$ cat config.mk
export PLATFORM = sky130hd
export DESIGN_NAME = wcg_div_cell
export DESIGN_NICKNAME = d
export VERILOG_FILES = /design/src/design/window_coefficient_generator_core_assert.svh /design/src/design/wcg_pkg.sv /design/src/design/wcg_div_cell.sv
export SDC_FILE = /design/constraint.sdc
export NUM_CORES = 1
export LEC_CHECK = 0
export BUFFER_PORTS_ARGS = -buffer_cell sky130_fd_sc_hd__buf_2
export CAP_MARGIN = 20
export CORE_MARGIN = 2
export CORE_UTILIZATION = 46
export DETAILED_ROUTE_END_ITERATION = 10
export PLACE_DENSITY = 0.81
export SLEW_MARGIN = 15
export SYNTH_ARGS = -nofsm -noshare
export SYNTH_HDL_FRONTEND = slang
export SYNTH_SLANG_ARGS = --single-unit
$ cat constraint.sdc
create_clock -name clk -period 3.1 [get_ports clk]
set_input_delay 0.155 -clock clk [delete_from_list [all_inputs] [get_ports clk]]
set_output_delay 0.155 -clock clk [all_outputs]
set_load 0.05 [all_outputs]
$ cat src/design/window_coefficient_generator_core_assert.svh
// Assertion macros shared by the window coefficient generator RTL.
`ifndef WINDOW_COEFFICIENT_GENERATOR_CORE_ASSERT_SVH
`define WINDOW_COEFFICIENT_GENERATOR_CORE_ASSERT_SVH

// Implication checked at every clock edge outside reset.
`define WCG_ASSERT_IMP(lbl, ante, cons) \
  lbl: assert property (@(posedge clk) disable iff (!rst_n) (ante) |-> (cons)) \
    else $error("wcg: implication check failed");

// Invariant checked at every clock edge outside reset.
`define WCG_ASSERT_ALWAYS(lbl, expr) \
  lbl: assert property (@(posedge clk) disable iff (!rst_n) (expr)) \
    else $error("wcg: invariant check failed");

`endif

$ cat src/design/wcg_pkg.sv
// Types, constants and coefficient tables of the window coefficient generator.
`default_nettype none
package wcg_pkg;

  localparam int IDX_W   = 16;
  localparam int LEN_W   = 17;
  localparam int TYPE_W  = 3;
  localparam int COEF_W  = 17;
  localparam int CFG_IDX_W = 8;
  localparam int CFG_DATA_W = 17;

  // register indexes on the configuration port
  localparam logic [CFG_IDX_W-1:0] REG_TYPE = 8'd0;
  localparam logic [CFG_IDX_W-1:0] REG_LEN  = 8'd1;

  // window type codes
  localparam logic [TYPE_W-1:0] WIN_RECT    = 3'd0;
  localparam logic [TYPE_W-1:0] WIN_HANN    = 3'd1;
  localparam logic [TYPE_W-1:0] WIN_HAMMING = 3'd2;
  localparam logic [TYPE_W-1:0] WIN_BLACKMAN = 3'd3;
  localparam logic [TYPE_W-1:0] WIN_BH4     = 3'd4;

  localparam logic [TYPE_W-1:0] TYPE_RESET = WIN_HANN;
  localparam logic [LEN_W-1:0]  LEN_RESET  = 17'd1024;
  localparam logic [LEN_W-1:0]  LEN_MAX    = 17'd65536;

  // one cell per dividend bit: 16 index bits plus 32 fraction bits
  localparam int DIV_CELLS = 48;
  // Horner steps of the cosine series, the last one divides by two
  localparam int HCELLS = 6;
  // fold, angle, square, two stages per Horner step, sign
  localparam int LANE_STAGES = 3 + 2 * HCELLS + 1;

  localparam logic [31:0] Q30_ONE    = 32'h4000_0000;
  localparam logic [30:0] HALF_PI_Q30 = 31'd1686629713;
  localparam int RECIP_SHIFT = 37;

  localparam logic [COEF_W-1:0] ONE_OUT = 17'h10000;
  localparam logic [60:0] TOP_W = 61'h1000_0000_0000_0000;
  localparam logic [61:0] ROUND_HALF = 62'h800_0000_0000;
  localparam int OUT_SHIFT = 44;

  typedef logic [30:0] wcg_q30_t;

  // sideband that travels with each beat
  typedef struct packed {
    logic in_range;
    logic special;
  } wcg_side_t;

  // divider cell state
  typedef struct packed {
    logic [15:0] d;
    logic [15:0] rem;
    logic [47:0] num;
    logic [31:0] quo;
    wcg_side_t   side;
  } wcg_div_t;

  // Horner cell state
  typedef struct packed {
    logic [31:0]        y;
    logic signed [31:0] t;
    logic               neg;
  } wcg_hcell_t;

  // power-of-two part of each Horner divisor (132, 90, 56, 30, 12, 2)
  function automatic int horner_shift(input int step);
    int s;
    case (step)
      0: s = 2;
      1: s = 1;
      2: s = 3;
      3: s = 1;
      4: s = 2;
      default: s = 1;
    endcase
    return s;
  endfunction

  // ceil(2^37 / odd part), exact for operands below 2^37 / odd part
  function automatic logic [37:0] horner_recip(input int step);
    logic [37:0] m;
    case (step)
      0: m = 38'd4164816772;
      1: m = 38'd3054198967;
      2: m = 38'd19634136211;
      3: m = 38'd9162596899;
      4: m = 38'd45812984491;
      default: m = 38'd137438953472;
    endcase
    return m;
  endfunction

  // cosine-sum coefficient k of a window type, Q1.30
  function automatic wcg_q30_t win_coef(input logic [TYPE_W-1:0] wtype, input int k);
    logic [30:0] a0, a1, a2, a3;
    unique case (wtype)
      WIN_HANN: begin
        a0 = 31'd536870912; a1 = 31'd536870912; a2 = '0; a3 = '0;
      end
      WIN_HAMMING: begin
        a0 = 31'd579820585; a1 = 31'd493921239; a2 = '0; a3 = '0;
      end
      WIN_BLACKMAN: begin
        a0 = 31'd450971566; a1 = 31'd536870912; a2 = 31'd85899346; a3 = '0;
      end
      WIN_BH4: begin
        a0 = 31'd385204879; a1 = 31'd524297395; a2 = 31'd151698245; a3 = 31'd12541305;
      end
      default: begin
        a0 = 31'd1073741824; a1 = '0; a2 = '0; a3 = '0;
      end
    endcase
    case (k)
      0: return a0;
      1: return a1;
      2: return a2;
      default: return a3;
    endcase
  endfunction

endpackage
`default_nettype wire

$ cat src/design/wcg_div_cell.sv
// One restoring-division cell: takes one dividend bit, emits one quotient bit.
`default_nettype none
module wcg_div_cell (
  input  wire logic              clk,
  input  wire logic              rst_n,
  input  wire logic              en,
  input  wire logic              valid_i,
  input  wire wcg_pkg::wcg_div_t div_i,
  output logic                   valid_o,
  output wcg_pkg::wcg_div_t      div_o
);
  logic [16:0]       shifted;
  logic              take;
  wcg_pkg::wcg_div_t div_nxt;
  logic              valid_r;
  wcg_pkg::wcg_div_t div_r;

  // shift in the next dividend bit, subtract the divisor when it fits
  always_comb begin
    shifted = {div_i.rem, div_i.num[47]};
    take    = shifted >= {1'b0, div_i.d};
    div_nxt = div_i;
    div_nxt.rem = take ? 16'(shifted - {1'b0, div_i.d}) : shifted[15:0];
    div_nxt.num = {div_i.num[46:0], 1'b0};
    div_nxt.quo = {div_i.quo[30:0], take};
  end

  always_ff @(posedge clk) begin
    if (!rst_n) begin
      valid_r <= 1'b0;
    end else if (en) begin
      valid_r <= valid_i;
    end
  end

  always_ff @(posedge clk) begin
    if (en) begin
      div_r <= div_nxt;
    end
  end

  assign valid_o = valid_r;
  assign div_o   = div_r;
endmodule
`default_nettype wire

# Yosys cells after proc, flatten, opt, wreduce, memory -nomap -nowiden
# Cells that the tools add are included.
[op_classes]
addsub = 1
n_lt_le_gt_ge = 1
mux = 1
[op_table]
columns = ["cell", "n"]
rows = [
  ["17-bit by 16-bit greater-or-equal comparator with 1-bit output", 1],
  ["16-bit two-way mux", 1],
  ["16-bit subtractor", 1],
]
[word_totals]
regBits = 114
input_bits = 118
output_inout_bits = 115
elab_cells = 10

# Depth between registers and ports, before layout
# Gate-level depths: netlist (run 1).
[depth]
ltp_word = 2
depth_mapped = 12
ltp_nobuf = 9

# Worst setup path after synthesis (run 1)
# OpenSTA, ideal clock, no wires.
[synth_path]
path_type = "input to register"
from = "in div_i[110] in the netlist's numbering"
to = "reg div_r, in the netlist div_o[84] (data pin)"
setup_time_ps = 260
arrival_time_ps = 2109
required_time_ps = 2840
slack_ps = 731
cell_stages = 12
path_buffers = 4
cell_sequence = "inv_1 ha_1 buf_6 and2_4 buf_6 a221o_1 a21boi_4 and2_4 buf_8 inv_4 buf_12 mux2_4"
[synth_lines]
columns = ["element", "line", "source"]
rows = [
  ["start, declared", "wcg_div_cell.sv:8", "input wire wcg_pkg::wcg_div_t div_i,"],
  ["end signal, assigned", "wcg_div_cell.sv:38", "div_r <= div_nxt;"],
  ["end, declared", "wcg_div_cell.sv:16", "wcg_pkg::wcg_div_t div_r;"],
]

==> results of run 1 <==
## flip-flops by register name, indices dropped and copies added (netlist names)
register,cells
div_o,113
valid_o,1
## worst max path at each step
stage               startpoint   endpoint  depth (start not counted)  slack (ns)
finish               div_i[89]  div_o[92]                         10        0.29
global route        div_i[108]  div_o[92]                         11        0.27
detailed placement  div_i[106]  div_o[90]                         10        0.47
CTS                 div_i[106]  div_o[90]                         11        0.47
floorplan           div_i[110]  div_o[84]                         12        0.73
global placement    div_i[106]  div_o[84]                         10        0.57
## logic make-up after synthesis
family | count (synthesis) | synth area share
mux | 11 | 0.0327
simple gates | 41 | 0.0462
compound gates | 52 | 0.0873
flops | 114 | 0.737
xor+xnor | 9 | 0.0170
fa+ha+maj | 17 | 0.0475
buf+inv | 26 | 0.0316
other cells | 1 | 0.000810
## worst min-delay path, stage by stage
cell     delay (ns)
buf_2          0.11
nand3_1        0.06
o21ai_0        0.09
## final cells by class
type,count,area [um^2]
Tap cell,133,166
Timing Repair Buffer,344,2300
Clock inverter,15,228
Multi-Input combinational cell,131,1070
Inverter,20,77.6
Clock buffer,17,414
Fill cell,498,2100
Sequential cell,114,3410
## cell usage in the layout (no fill, tap or decap), drive strengths merged, types with 6 or more instances in the layout
| master | count |
|---|---|
| buf | 232 |
| edfxtp | 113 |
| dlygate4sd3 | 112 |
| inv | 25 |
| clkbuf | 17 |
| ha | 16 |
| nor2 | 12 |
| o21ai | 10 |
| mux2 | 9 |
| nand3 | 7 |
| o21a | 6 |
## through the flow
stage	area [um^2]	power (W)
2_1_floorplan	4630	0.00263
3_3_place_gp	5910	0.00289
3_5_place_dp	5910	0.00291
4_1_cts	7670	0.00513
5_1_grt	7670	0.00534
6_report	7670	0.00520
## power groups by stage
stage	Sequential (W)	Combinational, W	Clock (W)
final	0.00191	0.00115	0.00214
after detailed placement	0.00192	0.000990	0
after floorplan	0.00241	0.000222	0
after global routing	0.00192	0.00118	0.00223
after CTS	0.00189	0.00111	0.00212
after global placement	0.00191	0.000972	0
## per-layer routing
layer	vias to the layer above	share of wire	track usage	wire length (um)
met2	337	0.51	0.561	8980
met1	1984	0.35	0.362	6190
li1	1757	-	-	-
met4	2	0.050	0.172	893
met3	64	0.094	0.0996	1660
met5	-	0.00062	0	11
==> flow_summary.json, run 1 <==
{
  "r2r_start": "valid_o",
  "p_sw_frac": 0.306,
  "synth-seq-area-share": 0.737,
  "max_stage_delay_ns": 0.58,
  "pre_cts_ws_ns": 0.473,
  "die_w_um": 104,
  "clkPwrFrac": 0.412,
  "synth_flop_cell": "edfxtp_1",
  "clock_latency_ns": 0.51,
  "synth_edf_count": 113,
  "yosysTopAreaCellShare": 0.733,
  "grt_max_degree": 58,
  "worstPathCellList": "dlygate4sd3_1 -> buf_2 -> ha_1 -> a21oi_2 -> o21ai_1 -> a221o_1 -> a21boi_4 -> and2_4 -> inv_4 -> mux2_4",
  "min_to": "div_o[83]",
  "drt_iter0_drc": 366,
  "critPathKind": "in2reg",
  "final_util": 0.785,
  "rsz0062_at_grt": "no",
  "grt_overflow": 0,
  "clockBufferDepth": 2,
  "cellLeakagePower_nw": 3.43,
  "dieArea_um2": 10900,
  "worstMarginPinSlew_ns": 0.741,
  "layout.cells.non_filler": 774,
  "drc_errors": 0,
  "cts_tree": "built",
  "placedCellCount": 630,
  "p_int_w": 0.00361,
  "ir_drop_mv": 0.425,
  "synth.area.top_cells": "edfxtp_1, ha_1, mux2_4",
  "path_max_fanout": 11,
  "final_max_slew_viol_count": 0,
  "async_flop_share": 0,
  "diodes": 0,
  "routabilityCongestion": 0.863,
  "avgSynthCellArea_um2": 17.1,
  "critical_path.top_delay_family": "compound AO/OA/AOI/OAI gates",
  "grt_pass1_wl_um": 25900,
  "start_util": 0.474,
  "route.detailed.wl_per_inst_um": 22.9,
  "core_um2": 9770,
  "yosys-top-cells-count": "edfxtp_1, inv_1, ha_1",
  "whs_ns": 0.0180,
  "setup_ws_ns": 0.289,
  "critical_path_buf_inv_count": 3,
  "antenna_left": 0,
  "cts.clk_slew.worst_paths_ns": 0.06,
  "synth_nets": 406,
  "pwr-share-seq": 0.367,
  "arrival_ns": 3.07,
  "postCtsSetupBuffers": 0,
  "finalCriticalPeriod_ns": 2.81,
  "power.switching_w": 0.00159,
  "clockRootBuffer": "clkbuf_8",
  "final_hold_viol_count": 0,
  "fin_nets": 763,
  "area_growth_pct": 65.7,
  "synth.distinct_cells": 49,
  "die_h_um": 104,
  "min_period_over_period": 0.907,
  "hold_buffers": 112,
  "portBuffers": 230,
  "cts_buffers": 17,
  "hold_path.class": "in2reg",
  "antenna_found_initial": 1,
  "critPathLaunchType": "primary input",
  "grt_usage": 0.326,
  "maxCapViolCount": 0,
  "rrSetupSlack_ns": 1.96,
  "dp_hpwl_um": 9450,
  "crit_slowest_cell": "dlygate4sd3_1",
  "r2r-end": "valid_o",
  "post_cts_resized": 0,
  "synthCells": 271,
  "synth_most_common_cell": "edfxtp_1",
  "finalClockSkew_ns": 0,
  "grt_pass1_vias": 4123,
  "status": "completed",
  "drive_above_1_share": 0.435,
  "max_slew_margin": 0.506,
  "yosysWarnings": 0,
  "wl_um": 17700,
  "holdCritStartpoint": "div_i[82]",
  "max_freq_mhz": 356,
  "p_per_area_nw_per_um2": 678,
  "rr_worst_depth": 3,
  "via_per_inst": 5.35,
  "setup-tns-final_ns": 0,
  "synth_area_leader_cell": "edfxtp_1",
  "drtPass1Iterations": 5,
  "p_comb_frac": 0.221,
  "endpoint_kind": "register",
  "vias": 4144,
  "ioPinCount": 233,
  "hold_depth": 3,
  "ys_seq_elements": 114,
  "num_rows": 36,
  "syn_area_um2": 4630,
  "setup_viol": 0,
  "cts.htree.levels": 4,
  "clock_sinks": 114,
  "crit_required_ns": 3.36
}
No activity file was read; power rests on OpenSTA's default activity.
==> run 2, diff against run 1 <==
ABC_AREA = 1   (was not set)
ABC_CLOCK_PERIOD_IN_PS = 3100   (was not set)
GPL_TIMING_DRIVEN = 0   (was not set)
PLACE_DENSITY = 0.8   (was 0.81)
==> flow_summary.json, run 2 <==
{
  "status": "completed",
  "synth_area_leader_cell": "edfxtp_1",
  "final_max_slew_viol_count": 0,
  "rr_worst_depth": 3,
  "start_util": 0.467,
  "synth_flop_cell": "edfxtp_1",
  "cts_buffers": 17,
  "antenna_found_initial": 0,
  "drtPass1Iterations": 5,
  "synth.distinct_cells": 25,
  "rrSetupSlack_ns": 1.85,
  "via_per_inst": 4.92,
  "wl_um": 17200,
  "p_int_w": 0.00332,
  "core_um2": 10200,
  "holdCritStartpoint": "div_i[81]",
  "ioPinCount": 233,
  "critical_path_buf_inv_count": 5,
  "syn_area_um2": 4760,
  "r2r_start": "valid_o",
  "p_comb_frac": 0.235,
  "path_max_fanout": 10,
  "hold_depth": 3,
  "grt_overflow": 0,
  "setup_viol": 0,
  "max_stage_delay_ns": 0.56,
  "critPathMostFrequentCell": "nand2_1",
  "whs_ns": 0.0332,
  "cts.clk_slew.worst_paths_ns": 0.05,
  "layout_common_cells": "buf_2, nand2_1, edfxtp_1",
  "arrival_ns": 2.35,
  "crit_required_ns": 3.34,
  "dp_hpwl_um": 9850,
  "worstPathCellList": "dlygate4sd3_1 -> buf_2 -> inv_1 -> ha_1 -> nand2_1 -> nor2_1 -> nand2_1 -> nor2_1 -> nor2_1 -> nand2_2 -> inv_1 -> buf_6 -> nand2_1 -> nand2_1",
  "portBuffers": 230,
  "cts_tree": "built",
  "synthCells": 388,
  "postCtsSetupBuffers": 0,
  "crit_slowest_cell": "dlygate4sd3_1",
  "area_growth_pct": 63.4,
  "pre_cts_ws_ns": 1.11,
  "die_h_um": 106,
  "min_to": "div_o[82]",
  "yosysWarnings": 0,
  "drive_above_1_share": 0.351,
  "critPathLaunchType": "primary input",
  "n_fill_cell": 621,
  "maxCapViolCount": 0,
  "avgSynthCellArea_um2": 12.3,
  "placedCellCount": 755,
  "diodes": 0,
  "yosys-top-cells-count": "nand2_1, edfxtp_1, inv_1",
  "clockBufferDepth": 2,
  "grt_usage": 0.311,
  "max_freq_mhz": 475,
  "power.switching_w": 0.00153,
  "grt_max_degree": 72,
  "yosysTopAreaCellShare": 0.713,
  "design_area_um2": 7770,
  "layout.cells.non_filler": 899,
  "final_hold_viol_count": 0,
  "drc_errors": 0,
  "pwr-share-seq": 0.393,
  "setup_ws_ns": 0.996,
  "critical_path.top_delay_family": "buffers and inverters",
  "synth.area.top_cells": "edfxtp_1, nand2_1, inv_1",
  "r2r-end": "valid_o",
  "synth-seq-area-share": 0.718,
  "finalCriticalPeriod_ns": 2.10,
  "vias": 4422,
  "drt_iter0_drc": 371,
  "clock_latency_ns": 0.49,
  "p_sw_frac": 0.316,
  "finalClockSkew_ns": 0,
  "synth_most_common_cell": "nand2_1",
  "final_common_cell": "buf_2",
  "synth_edf_count": 113,
  "route.detailed.wl_per_inst_um": 19.2,
  "num_rows": 37,
  "async_flop_share": 0,
  "ir_drop_mv": 0.340,
  "setup-tns-final_ns": 0,
  "cts.htree.levels": 4,
  "place_area_um2": 6110,
  "p_per_area_nw_per_um2": 624,
  "grt_pass1_wl_um": 25500,
  "grt_pass1_vias": 4586,
  "die_w_um": 106,
  "endpoint_kind": "register",
  "clockRootBuffer": "clkbuf_8",
  "synth_nets": 523,
  "clock_sinks": 114,
  "fin_nets": 885,
  "rsz0062_at_grt": "no",
  "routabilityCongestion": 0.841,
  "largest_reg_flops": 113,
  "antenna_left": 0,
  "ys_seq_elements": 114,
  "cellLeakagePower_nw": 3.71,
  "critPathKind": "in2reg",
  "clkPwrFrac": 0.372,
  "min_period_over_period": 0.679,
  "hold_path.class": "in2reg",
  "dieArea_um2": 11200
}
run 2: changes by cell type in the layout (fill, tap and decap cells not counted), moves of 5 or more:
| cell | change |
|---|---|
| o31ai_1 | -5 |
| a21o_1 | -5 |
| nand3_1 | +10 |
| o21a_1 | -6 |
| nand2_1 | +115 |
| mux2_4 | -8 |
| inv_6 | -5 |
| o21ai_0 | -6 |
| a21oi_1 | +7 |
| inv_1 | +42 |
run 2: what timing repair did:
item	4_1_cts	5_1_grt
hold buffers	112	0
resized for setup	0	0
endpoints found under the hold margin	111	0
run 2: routing by layer:
metal	part of all wire	global-route usage	routed length, um
met5	0	0	0
met4	0.047	0.156	812
met3	0.089	0.0977	1530
met2	0.52	0.555	8930
met1	0.35	0.331	5960
run 2: tightest hold or removal path, delay by kind of cell:
kind	cells	cell delay, ns
AO/OA/AOI/OAI	1	0.15
buffers and inverters	2	0.11
run 2: stage by stage:
stage	power (W)	utilization
after floorplan	0.00262	-
after global placement	0.00289	0.597
after detailed placement	0.00292	0.600
after CTS	0.00479	0.763
after global routing	0.00501	0.763
final	0.00485	0.763
run 2: layout make-up:
class,instances,area (um^2),share of cell area
Buffer,4,50.0,0.00644
Clock buffer,19,422,0.0542
Clock inverter,13,119,0.0153
Inverter,61,229,0.0295
Multi-Input combinational cell,209,1060,0.137
Sequential cell,114,3410,0.439
Tap cell,136,170,0.0219
Timing Repair Buffer,343,2310,0.297
run 2: power by group through the flow:
| stage | Combinational, W | Clock (W) | Sequential [W] |
|---|---|---|---|
| detailed placement | 0.000998 | 0 | 0.00192 |
| finish | 0.00114 | 0.00180 | 0.00190 |
| global placement | 0.000977 | 0 | 0.00192 |
| CTS | 0.00112 | 0.00179 | 0.00189 |
| floorplan | 0.000211 | 0 | 0.00241 |
| global route | 0.00120 | 0.00190 | 0.00191 |
run 2: worst max-delay path by stage:
stage,start,to,slack [ns],cells after the start
6_report,div_i[105],div_o[86],1.0,14
5_1_grt,div_i[105],div_o[86],0.87,14
2_1_floorplan,div_i[101],div_o[94],1.47,14
3_5_place_dp,div_i[100],div_o[86],1.11,13
3_3_place_gp,en,valid_o,0.71,3
4_1_cts,div_i[105],div_o[86],1.06,14
run 2: cells by family (layout without fill, tap and decap cells):
logic type / after synthesis / in the layout / share of synthesized area
other cells: 1 / 1 / 0.000788
simple gates: 171 / 171 / 0.150
compound gates: 14 / 14 / 0.0153
xor+xnor: 6 / 6 / 0.0110
fa+ha+maj: 17 / 17 / 0.0463
buf+inv: 65 / 440 / 0.0587
flops: 114 / 114 / 0.718
